**src/rtl/i2ctrb_pkg.sv**
```systemverilog
package i2ctrb_pkg;

  localparam int BANK_SIZE = 64;
  localparam int IDX_W     = (BANK_SIZE > 1) ? $clog2(BANK_SIZE) : 1;

  typedef logic [IDX_W-1:0] idx_t;
  typedef logic [255:0][IDX_W-1:0] wrap_tbl_t;

  typedef enum logic [1:0] {
    CMD_BUS   = 2'd0,
    CMD_HWR   = 2'd1,
    CMD_HRD   = 2'd2,
    CMD_TAKE  = 2'd3
  } cmd_t;

  localparam logic [1:0] PH_CODE_IDLE = 2'd0;
  localparam logic [1:0] PH_CODE_PTR  = 2'd1;
  localparam logic [1:0] PH_CODE_RX   = 2'd2;
  localparam logic [1:0] PH_CODE_TX   = 2'd3;

  typedef enum logic [3:0] {
    PH_IDLE = 4'b0001,
    PH_PTR  = 4'b0010,
    PH_RX   = 4'b0100,
    PH_TX   = 4'b1000
  } ph_t;

  function automatic wrap_tbl_t build_wrap();
    wrap_tbl_t t;
    for (int i = 0; i < 256; i++) begin
      t[i] = idx_t'(i % BANK_SIZE);
    end
    return t;
  endfunction

  localparam wrap_tbl_t WRAP_TBL = build_wrap();

  function automatic logic [1:0] ph_code(ph_t p);
    logic [1:0] c;
    case (p)
      PH_IDLE: c = PH_CODE_IDLE;
      PH_PTR:  c = PH_CODE_PTR;
      PH_RX:   c = PH_CODE_RX;
      PH_TX:   c = PH_CODE_TX;
      default: c = PH_CODE_IDLE;
    endcase
    return c;
  endfunction

endpackage

```
**src/rtl/i2c_target_register_bank.sv**
```systemverilog
// Items pass the input register, then the result register, with the bank read
// port registered alongside. Bus and host share both bank ports.
// Throughput: one item per cycle while out_stall is low.
// Reset (rst_n low, synchronous): phase idle, pointer 0, write flag clear,
// all per-entry valid bits clear so the bank reads as zeros. No clearing pass.
module i2c_target_register_bank (
  input  logic       clk,
  input  logic       rst_n,
  input  logic       in_valid,
  output logic       in_stall,
  input  logic [1:0] in_cmd,
  input  logic       in_addr_match,
  input  logic       in_dir_read,
  input  logic       in_rx_valid,
  input  logic [7:0] in_rx_byte,
  input  logic       in_tx_request,
  input  logic       in_stop_seen,
  input  logic [7:0] in_host_index,
  input  logic [7:0] in_host_value,
  output logic       out_valid,
  input  logic       out_stall,
  output logic       out_tx_load,
  output logic [7:0] out_tx_byte,
  output logic [7:0] out_host_data,
  output logic       out_write_seen,
  output logic [1:0] out_bus_phase
);
  import i2ctrb_pkg::*;

  // input register
  logic       s1_v_r;
  logic [1:0] s1_cmd_r;
  logic       s1_am_r, s1_dir_r, s1_rxv_r, s1_txr_r, s1_stop_r;
  logic [7:0] s1_rx_r, s1_hidx_r, s1_hval_r;

  // architectural state
  ph_t  phase_r, phase_nxt;
  idx_t pointer_r, pointer_nxt;
  logic wrote_r, wrote_nxt;
  logic [BANK_SIZE-1:0] vld_r;
  logic [7:0] mem [BANK_SIZE];

  // result register
  logic       out_valid_r;
  logic       o_tx_load_r, o_fwd_r, o_host_rd_r, o_ws_r;
  logic [7:0] o_fwd_byte_r;
  logic [1:0] o_phase_r;
  logic [7:0] rd_data_r;
  logic       rd_vld_r;

  logic       adv2, in_acc;
  logic       we;
  idx_t       wa, ra;
  logic [7:0] wd;
  logic       tx_load, fwd, host_rd, ws;

  assign adv2     = s1_v_r && (!out_valid_r || !out_stall);
  assign in_stall = s1_v_r && !adv2;
  assign in_acc   = in_valid && !in_stall;

  always_ff @(posedge clk) begin
    if (!rst_n) begin
      s1_v_r <= 1'b0;
    end else if (in_acc) begin
      s1_v_r <= 1'b1;
    end else if (adv2) begin
      s1_v_r <= 1'b0;
    end
  end

  always_ff @(posedge clk) begin
    if (in_acc) begin
      s1_cmd_r  <= in_cmd;
      s1_am_r   <= in_addr_match;
      s1_dir_r  <= in_dir_read;
      s1_rxv_r  <= in_rx_valid;
      s1_rx_r   <= in_rx_byte;
      s1_txr_r  <= in_tx_request;
      s1_stop_r <= in_stop_seen;
      s1_hidx_r <= in_host_index;
      s1_hval_r <= in_host_value;
    end
  end

  always_comb begin
    phase_nxt   = phase_r;
    pointer_nxt = pointer_r;
    wrote_nxt   = wrote_r;
    we          = 1'b0;
    wa          = pointer_r;
    wd          = s1_rx_r;
    ra          = pointer_r;
    tx_load     = 1'b0;
    fwd         = 1'b0;
    host_rd     = 1'b0;
    ws          = 1'b0;
    case (s1_cmd_r)
      CMD_BUS: begin
        if (s1_am_r) begin
          if (s1_dir_r) begin
            phase_nxt = PH_TX;
            tx_load   = 1'b1;
          end else begin
            phase_nxt = PH_PTR;
          end
        end
        if (s1_rxv_r) begin
          if (phase_nxt == PH_PTR) begin
            pointer_nxt = WRAP_TBL[s1_rx_r];
            phase_nxt   = PH_RX;
          end else begin
            we        = 1'b1;
            wrote_nxt = 1'b1;
          end
        end
        if (s1_txr_r) begin
          tx_load = 1'b1;
          ra      = pointer_nxt;
          fwd     = we;
        end
        if (s1_stop_r) begin
          phase_nxt = PH_IDLE;
        end
      end
      CMD_HWR: begin
        we = 1'b1;
        wa = WRAP_TBL[s1_hidx_r];
        wd = s1_hval_r;
      end
      CMD_HRD: begin
        host_rd = 1'b1;
        ra      = WRAP_TBL[s1_hidx_r];
      end
      default: begin
        ws        = wrote_r;
        wrote_nxt = 1'b0;
      end
    endcase
  end

  always_ff @(posedge clk) begin
    if (!rst_n) begin
      phase_r     <= PH_IDLE;
      pointer_r   <= '0;
      wrote_r     <= 1'b0;
      vld_r       <= '0;
      out_valid_r <= 1'b0;
    end else begin
      if (adv2) begin
        phase_r   <= phase_nxt;
        pointer_r <= pointer_nxt;
        wrote_r   <= wrote_nxt;
        if (we) begin
          vld_r[wa] <= 1'b1;
        end
        out_valid_r <= 1'b1;
      end else if (!out_stall) begin
        out_valid_r <= 1'b0;
      end
    end
  end

  always_ff @(posedge clk) begin
    if (adv2) begin
      if (we) begin
        mem[wa] <= wd;
      end
      rd_data_r    <= mem[ra];
      rd_vld_r     <= vld_r[ra];
      o_tx_load_r  <= tx_load;
      o_fwd_r      <= fwd;
      o_fwd_byte_r <= wd;
      o_host_rd_r  <= host_rd;
      o_ws_r       <= ws;
      o_phase_r    <= ph_code(phase_nxt);
    end
  end

  logic [7:0] mem_byte;
  assign mem_byte       = rd_vld_r ? rd_data_r : 8'h00;
  assign out_valid      = out_valid_r;
  assign out_tx_load    = o_tx_load_r;
  assign out_tx_byte    = o_tx_load_r ? (o_fwd_r ? o_fwd_byte_r : mem_byte) : 8'h00;
  assign out_host_data  = o_host_rd_r ? mem_byte : 8'h00;
  assign out_write_seen = o_ws_r;
  assign out_bus_phase  = o_phase_r;

  a_stall_needs_item: assert property (@(posedge clk) disable iff (!rst_n)
    !s1_v_r |-> !in_stall)
    else $error("input stalled with empty input register");

  a_write_marks_valid: assert property (@(posedge clk) disable iff (!rst_n)
    (adv2 && we) |=> vld_r[$past(wa)])
    else $error("bank write did not mark entry valid");

  a_fwd_is_tx: assert property (@(posedge clk) disable iff (!rst_n)
    (out_valid_r && o_fwd_r) |-> o_tx_load_r)
    else $error("forwarded byte without transmit load");

  a_ptr_byte_phase: assert property (@(posedge clk) disable iff (!rst_n)
    (adv2 && s1_cmd_r == CMD_BUS && s1_rxv_r && !s1_stop_r && phase_nxt != PH_TX
     && !we) |=> (phase_r == PH_RX))
    else $error("pointer byte did not enter data receive");

  a_host_one_access: assert property (@(posedge clk) disable iff (!rst_n)
    (out_valid_r && o_host_rd_r) |-> (!o_tx_load_r && !o_ws_r))
    else $error("host read result mixed with bus or flag result");

endmodule
```
**config.mk**
```make
export PLATFORM = sky130hd
export DESIGN_NAME = i2c_target_register_bank
export DESIGN_NICKNAME = d
export VERILOG_FILES = /design/src/rtl/i2ctrb_pkg.sv /design/src/rtl/i2c_target_register_bank.sv
export SDC_FILE = /design/constraint.sdc
export NUM_CORES = 1
export LEC_CHECK = 0
export BUFFER_PORTS_ARGS = -buffer_cell sky130_fd_sc_hd__buf_2
export CAP_MARGIN = 20
export CORE_ASPECT_RATIO = 0.8
export CORE_MARGIN = 5
export CORE_UTILIZATION = 60
export DETAILED_ROUTE_END_ITERATION = 10
export PLACE_DENSITY = 0.76
export SLEW_MARGIN = 20
export SYNTH_ARGS = -nofsm -noshare
export SYNTH_HDL_FRONTEND = slang
export SYNTH_SLANG_ARGS = --single-unit
```
**constraint.sdc**
```tcl
create_clock -name clk -period 9.9 [get_ports clk]
set_clock_uncertainty 0.15 [all_clocks]
set_input_delay 1.485 -clock clk [delete_from_list [all_inputs] [get_ports clk]]
set_output_delay 1.485 -clock clk [all_outputs]
set_load 0.005 [all_outputs]
```
## After elaboration in Yosys (flattened, before gate mapping)

Memories as Yosys holds them, arrays and structs flattened. A register that Yosys moved wholly into a read port is not among the register bits.
Index checks and enable logic that the tools add are counted.

- Input bits: 35
- Register bits: 123
- Logic and storage cells: 101
- Bits in latches: 0
- Bits in writable memories: 512
- Memories kept: 3
- Bits in read-only memories: 3,072

- Reduce and logical (&&, ||, !) cells: 17
- Bitwise operators: 2
- Order comparisons: 5
- Shift operators: 0
- Div/mod/pow operators: 0
- Add/sub/neg operators: 0
- Multiply operators: 0
- Multiplexer cells: 43
- Equality and inequality tests: 9

Memories:

| name | words | bits a word | rd ports | clocked after memory_dff | wr ports | line | source |
|---|---|---|---|---|---|---|---|
| (name not given) | 256 | 6 | 1 | 1 | 0 | i2c_target_register_bank.sv:132 | `ra = WRAP_TBL[s1_hidx_r];` |
| (name not given) | 256 | 6 | 1 | 1 | 0 | i2c_target_register_bank.sv:109 | `pointer_nxt = WRAP_TBL[s1_rx_r];` |
| mem | 64 | 8 | 1 | 1 | 1 | i2c_target_register_bank.sv:41 | `logic [7:0] mem [BANK_SIZE];` |

Operators with widths:

| kind | count |
|---|---|
| $or A64 B64 Y64 | 1 |
| $mux W8 | 7 |
| $mux W6 | 6 |
| $mux W4 | 7 |
| $lt A8 B9 Y1 const B | 2 |
| $mux W1 | 17 |
| $lt A6 B7 Y1 const B | 2 |
| $pmux W6 S2 | 1 |
| $eq A4 B2 Y1 const B | 2 |
| $bmux W1 S6 | 1 |
| $demux W1 S6 | 1 |
| $ge A6 B1 Y1 const B | 1 |
| $pmux W2 S3 | 1 |
| $reduce_and A2 Y1 | 3 |
| $eq A4 B3 Y1 const B | 1 |
| $eq A4 B4 Y1 const B | 1 |
| $logic_and A1 B1 Y1 | 4 |
| $logic_not A1 Y1 | 4 |
| $ne A2 B2 Y1 const B | 2 |
| $pmux W1 S2 | 2 |
| $reduce_and A4 Y1 | 1 |
| $reduce_or A3 Y1 | 1 |
| $eq A2 B1 Y1 const B | 1 |
| $eq A2 B2 Y1 const B | 1 |
| 6 further kinds | 6 |

## Depth between registers and ports, before layout

- Depth after elaboration: 10
- Gate-level depth with buffers: 15
- Mapped depth without buffers: 11

## Worst setup path before layout

No wires, ideal clock.

- Path type: input port to flip-flop
- Start point: in out_stall
- End point: mem mem[10][0], enable pin
- Data required time: 9,364 ps
- Library setup time: 386 ps
- Slack: 5,954 ps
- Arrival time: 3,410 ps
- Buffers on the path: 2
- Cell stages on the path: 7
- Path through: nand2_1 nand2_1 inv_1 nand2b_1 clkbuf_1 clkbuf_1 nor3_1

- Word-level cells in the longest chain between the ends: 5

RTL lines:

| what | line | source |
|---|---|---|
| start: declaration | i2c_target_register_bank.sv:21 | `input logic out_stall,` |
| $logic_not A1 Y1 | n/a |  |
| $logic_or A1 B1 Y1 | i2c_target_register_bank.sv:57 | `assign adv2 = s1_v_r && (!out_valid_r \|\| !out_stall);` |
| $logic_and A1 B1 Y1 | i2c_target_register_bank.sv:57 |  |
| via adv2 | i2c_target_register_bank.sv:51 | `logic adv2, in_acc;` |
| $mux W1 | i2c_target_register_bank.sv:164 | `if (adv2) begin` |
| $mux W1 (not written as such) | i2c_target_register_bank.sv:166 | `mem[wa] <= wd;` |
| end: declaration | i2c_target_register_bank.sv:41 |  |

The timed path passes the listed nets, and every way through them passes these cells.

## Final worst setup path

- Start point: reg s1_cmd_r[1]
- End point: reg rd_data_r[4], read port of mem (data pin)

- Word-level cells in the longest chain between the ends: 2

RTL lines:

| what | line | source |
|---|---|---|
| start: declaration | i2c_target_register_bank.sv:32 | `logic [1:0] s1_cmd_r;` |
| start signal: assignment | i2c_target_register_bank.sv:73 | `s1_cmd_r <= in_cmd;` |
| $eq A2 B2 Y1 or $logic_not A2 Y1 (tied branches) | i2c_target_register_bank.sv:97 | `case (s1_cmd_r)` |
| $pmux W6 S2 * | i2c_target_register_bank.sv:97 |  |
| end: declaration | i2c_target_register_bank.sv:48 | `logic [7:0] rd_data_r;` |

Every way passes the cells marked *; elsewhere a longest branch is shown, timed or not.
A chain may end at the register's enable or synchronous reset.

==> flow_metrics.py <==
metrics = {
    "grt": {
        "grt_max_degree": 152,
        "grt_pass1_vias": 21020,
        "overflow": 0,
        "grt_pass1_wl_um": 121400,
        "grtUsageTotal_pct": 29.68,
        "antenna_found_initial": 2,
    },
    "clocking": {
        "hold_buffers": 0,
        "ctsResizeCount": 0,
        "numCtsBuffers": 59,
        "tritoncts": "done",
        "ctsRootBufferMaster": "clkbuf_16",
        "clk_pin_slew_ns": 0.07,
        "clk_latency_ns": 0.63,
        "htree_num_levels": 2,
        "postCtsSetupBuffers": 0,
        "cts_max_path_buffers": 3,
        "clock_sinks": 653,
    },
    "synth": {
        "yosysTopAreaCellShare_pct": 58.60,
        "yosys-top-cells-area": "edfxtp_1, dfxtp_1, nand2_1",
        "synth_compound_area_share_pct": 16.79,
        "synth_warnings": 0,
        "synthesis.area_um2": 28900,
        "async_flop_share_pct": 0,
        "synth_nets": 2487,
        "syn_area_per_cell_um2": 11.81,
        "synth-adder-area-share_pct": 0.1732,
        "ys_ff_latch": 653,
        "syn_inst": 2448,
        "synth_edf_count": 564,
        "synth_mux_area_share_pct": 2.385,
        "synth_seq_area_share_pct": 64.76,
        "synth_top_family_by_area": "compound AO/OA/AOI/OAI gates",
        "yosys_most_used_dff": "edfxtp_1",
        "synth.largest_area_cell": "edfxtp_1",
        "synth_cell_types": 65,
        "yosysMostFrequentCell": "edfxtp_1",
        "netlist_top_cells_count": "edfxtp_1, nand2_1, nor2_1",
        "synthSimpleGateAreaFrac_pct": 12.70,
        "synth_xor_xnor_area_share_pct": 0.06061,
    },
    "sta": {
        "fin_crit_sh_pct": 56.55,
        "slew_headroom_pct": 24.11,
        "rsz0062_at_grt": "false",
        "finalHoldViolations": 0,
        "drv_slew": 0,
        "finalSetupTns_ns": 0,
        "worstMarginPinSlew_ns": 1.134,
        "fin_ws_ns": 4.301,
        "setup_viol": 0,
        "post-route-min-period_ns": 5.599,
        "fmax_mhz": 178.6,
    },
    "outcome": {
        "status": "finished clean",
    },
    "floorplanning": {
        "dieHeight_um": 206.3,
        "die_w_um": 255.4,
        "core_area_um2": 48020,
        "initial_utilization_pct": 60.19,
        "row_count": 72,
        "io_pins": 57,
        "die-area_um2": 52690,
    },
    "routing": {
        "post_drt_wl_per_cell_um": 25.90,
        "num_vias": 21600,
        "met2_length_um": 36500,
        "top_layer_used": "met4",
        "routed_wl_um": 80160,
        "drt_pass1_iterations": 6,
        "wl_met3_um": 9712,
        "ant_nets": 0,
        "first_iter_violations": 3531,
        "drcViolationCount": 0,
        "wl_met1_um": 30880,
        "viasPerCell": 6.977,
    },
    "setup_path": {
        "regToRegStartpoint": "s1_cmd_r[1]",
        "worst_setup_path_start_kind": "flip-flop",
        "r2r_cells": 11,
        "path_max_fanout": 48,
        "worst_r2r_endpoint": "rd_data_r[4]",
        "critPathRequiredTime_ns": 10.10,
        "crit_arrival_ns": 5.79,
        "critPathKind": "flip-flop to flip-flop",
        "endpoint_kind": "flip-flop",
        "worst-r2r-setup-slack_ns": 4.30,
    },
    "power_and_ir_drop": {
        "p_per_area_nw_per_um2": 186.0,
        "ir_drop_uv": 187.0,
        "leakage_nw": 10.44,
    },
    "placed_design": {
        "gp_congestion": 0.8781,
        "io_buffers": 54,
        "post-place-ws_ns": 4.445,
        "post-dp-hpwl_um": 46890,
    },
    "worst_hold_path": {
        "min_from": "vld_r[43]",
        "min_to": "vld_r[43]",
        "whs_path_depth": 1,
        "hold_class": "flip-flop to flip-flop",
    },
    "flow_run": {
        "drv_cap": 0,
    },
    "final_layout": {
        "layout.nets": 2455,
        "syn2layout_area_growth_pct": 9.113,
        "drive_above_1_share_pct": 10.67,
    },
}
[worst max path at each step]
stage | startpoint | end | slack [ns] | cells after the start
after floorplan | out_stall | mem[10][0] | 5.95 | 7
after global placement | s1_cmd_r[0] | rd_data_r[4] | 4.48 | 11
after detailed placement | s1_am_r | rd_data_r[2] | 4.44 | 10
after CTS | s1_am_r | rd_data_r[2] | 4.46 | 10
after global routing | s1_cmd_r[0] | rd_data_r[4] | 4.07 | 11
final | s1_cmd_r[1] | rd_data_r[4] | 4.30 | 11
[cell type report]
cell class / instances / area, um2
tap: 629 / 787.0
antenna: 1 / 2.502
inverter: 9 / 33.78
clock inverter: 36 / 327.8
clock buffer: 74 / 1627
multi-input combinational: 1590 / 9390
fill: 3427 / 16480
sequential: 653 / 18720
timing repair buffer: 103 / 650.6
[flip-flops by register name, indices dropped and copies added, names as in the netlist, 4 cells and up, named ones only]
signal and cells:
o_fwd_byte_r 8, mem 512, rd_data_r 8, s1_rx_r 8, s1_hval_r 8, s1_hidx_r 6
pointer_r 6, phase_r 4, vld_r 64
[critical path: stages (launching register included)]
cell and delay, ns:
edfxtp_1 0.42, inv_1 0.10, ha_1 0.58, mux2i_1 0.25, o21ai_0 0.42, o2111a_2 0.26
buf_4 0.60, nand2_1 0.40, buf_4 0.33, nor4_1 0.86, nor3_1 0.29, or4_1 0.59
[metrics by stage]
| step | util [%] | cell area (um2) | power, mW | hold WS, ns | cells |
|---|---|---|---|---|---|
| detailed placement | 61.59 | 29570 | 3.590 | 0.2997 | 2984 |
| global placement | 61.59 | 29570 | 3.569 | 0.2877 | 2984 |
| finish | 65.68 | 31540 | 5.867 | 0.3078 | 3095 |
| CTS | 65.66 | 31530 | 5.869 | 0.3136 | 3094 |
| floorplan | - | 28900 | 3.421 | 0.2785 | 2448 |
| global route | 65.67 | 31530 | 6.030 | 0.3282 | 3094 |
[kinds of logic after synthesis]
logic type      count (synthesis)
buf+inv                       205
compound gates                683
xor+xnor                        2
fa+ha+maj                       4
flops                         653
mux                            61
simple gates                  840
[report_power, final]
part	internal, mW	total, mW	switching, mW
clock network	1.32	2.32	1.01
registers	3.03	3.04	0.0153
logic	0.137	0.500	0.363
total	4.48	5.87	1.39
[cell usage in the layout (no fill, tap or decap), drive strengths merged, types with 67 or more instances in the layout]
cell type	instances
a21oi	174
a221oi	126
a22oi	141
buf	103
clkbuf	74
dfxtp	89
edfxtp	564
nand2	411
nand3	83
nor2	174
o21a	67
[per-layer routing]
metal  GRT usage (%)  vias up
li1                -     9312
met1           40.87    10610
met2           47.15     1436
met3           6.229      233
met4           11.72        0
met5               0        -
No activity file was read; power rests on OpenSTA's default activity.
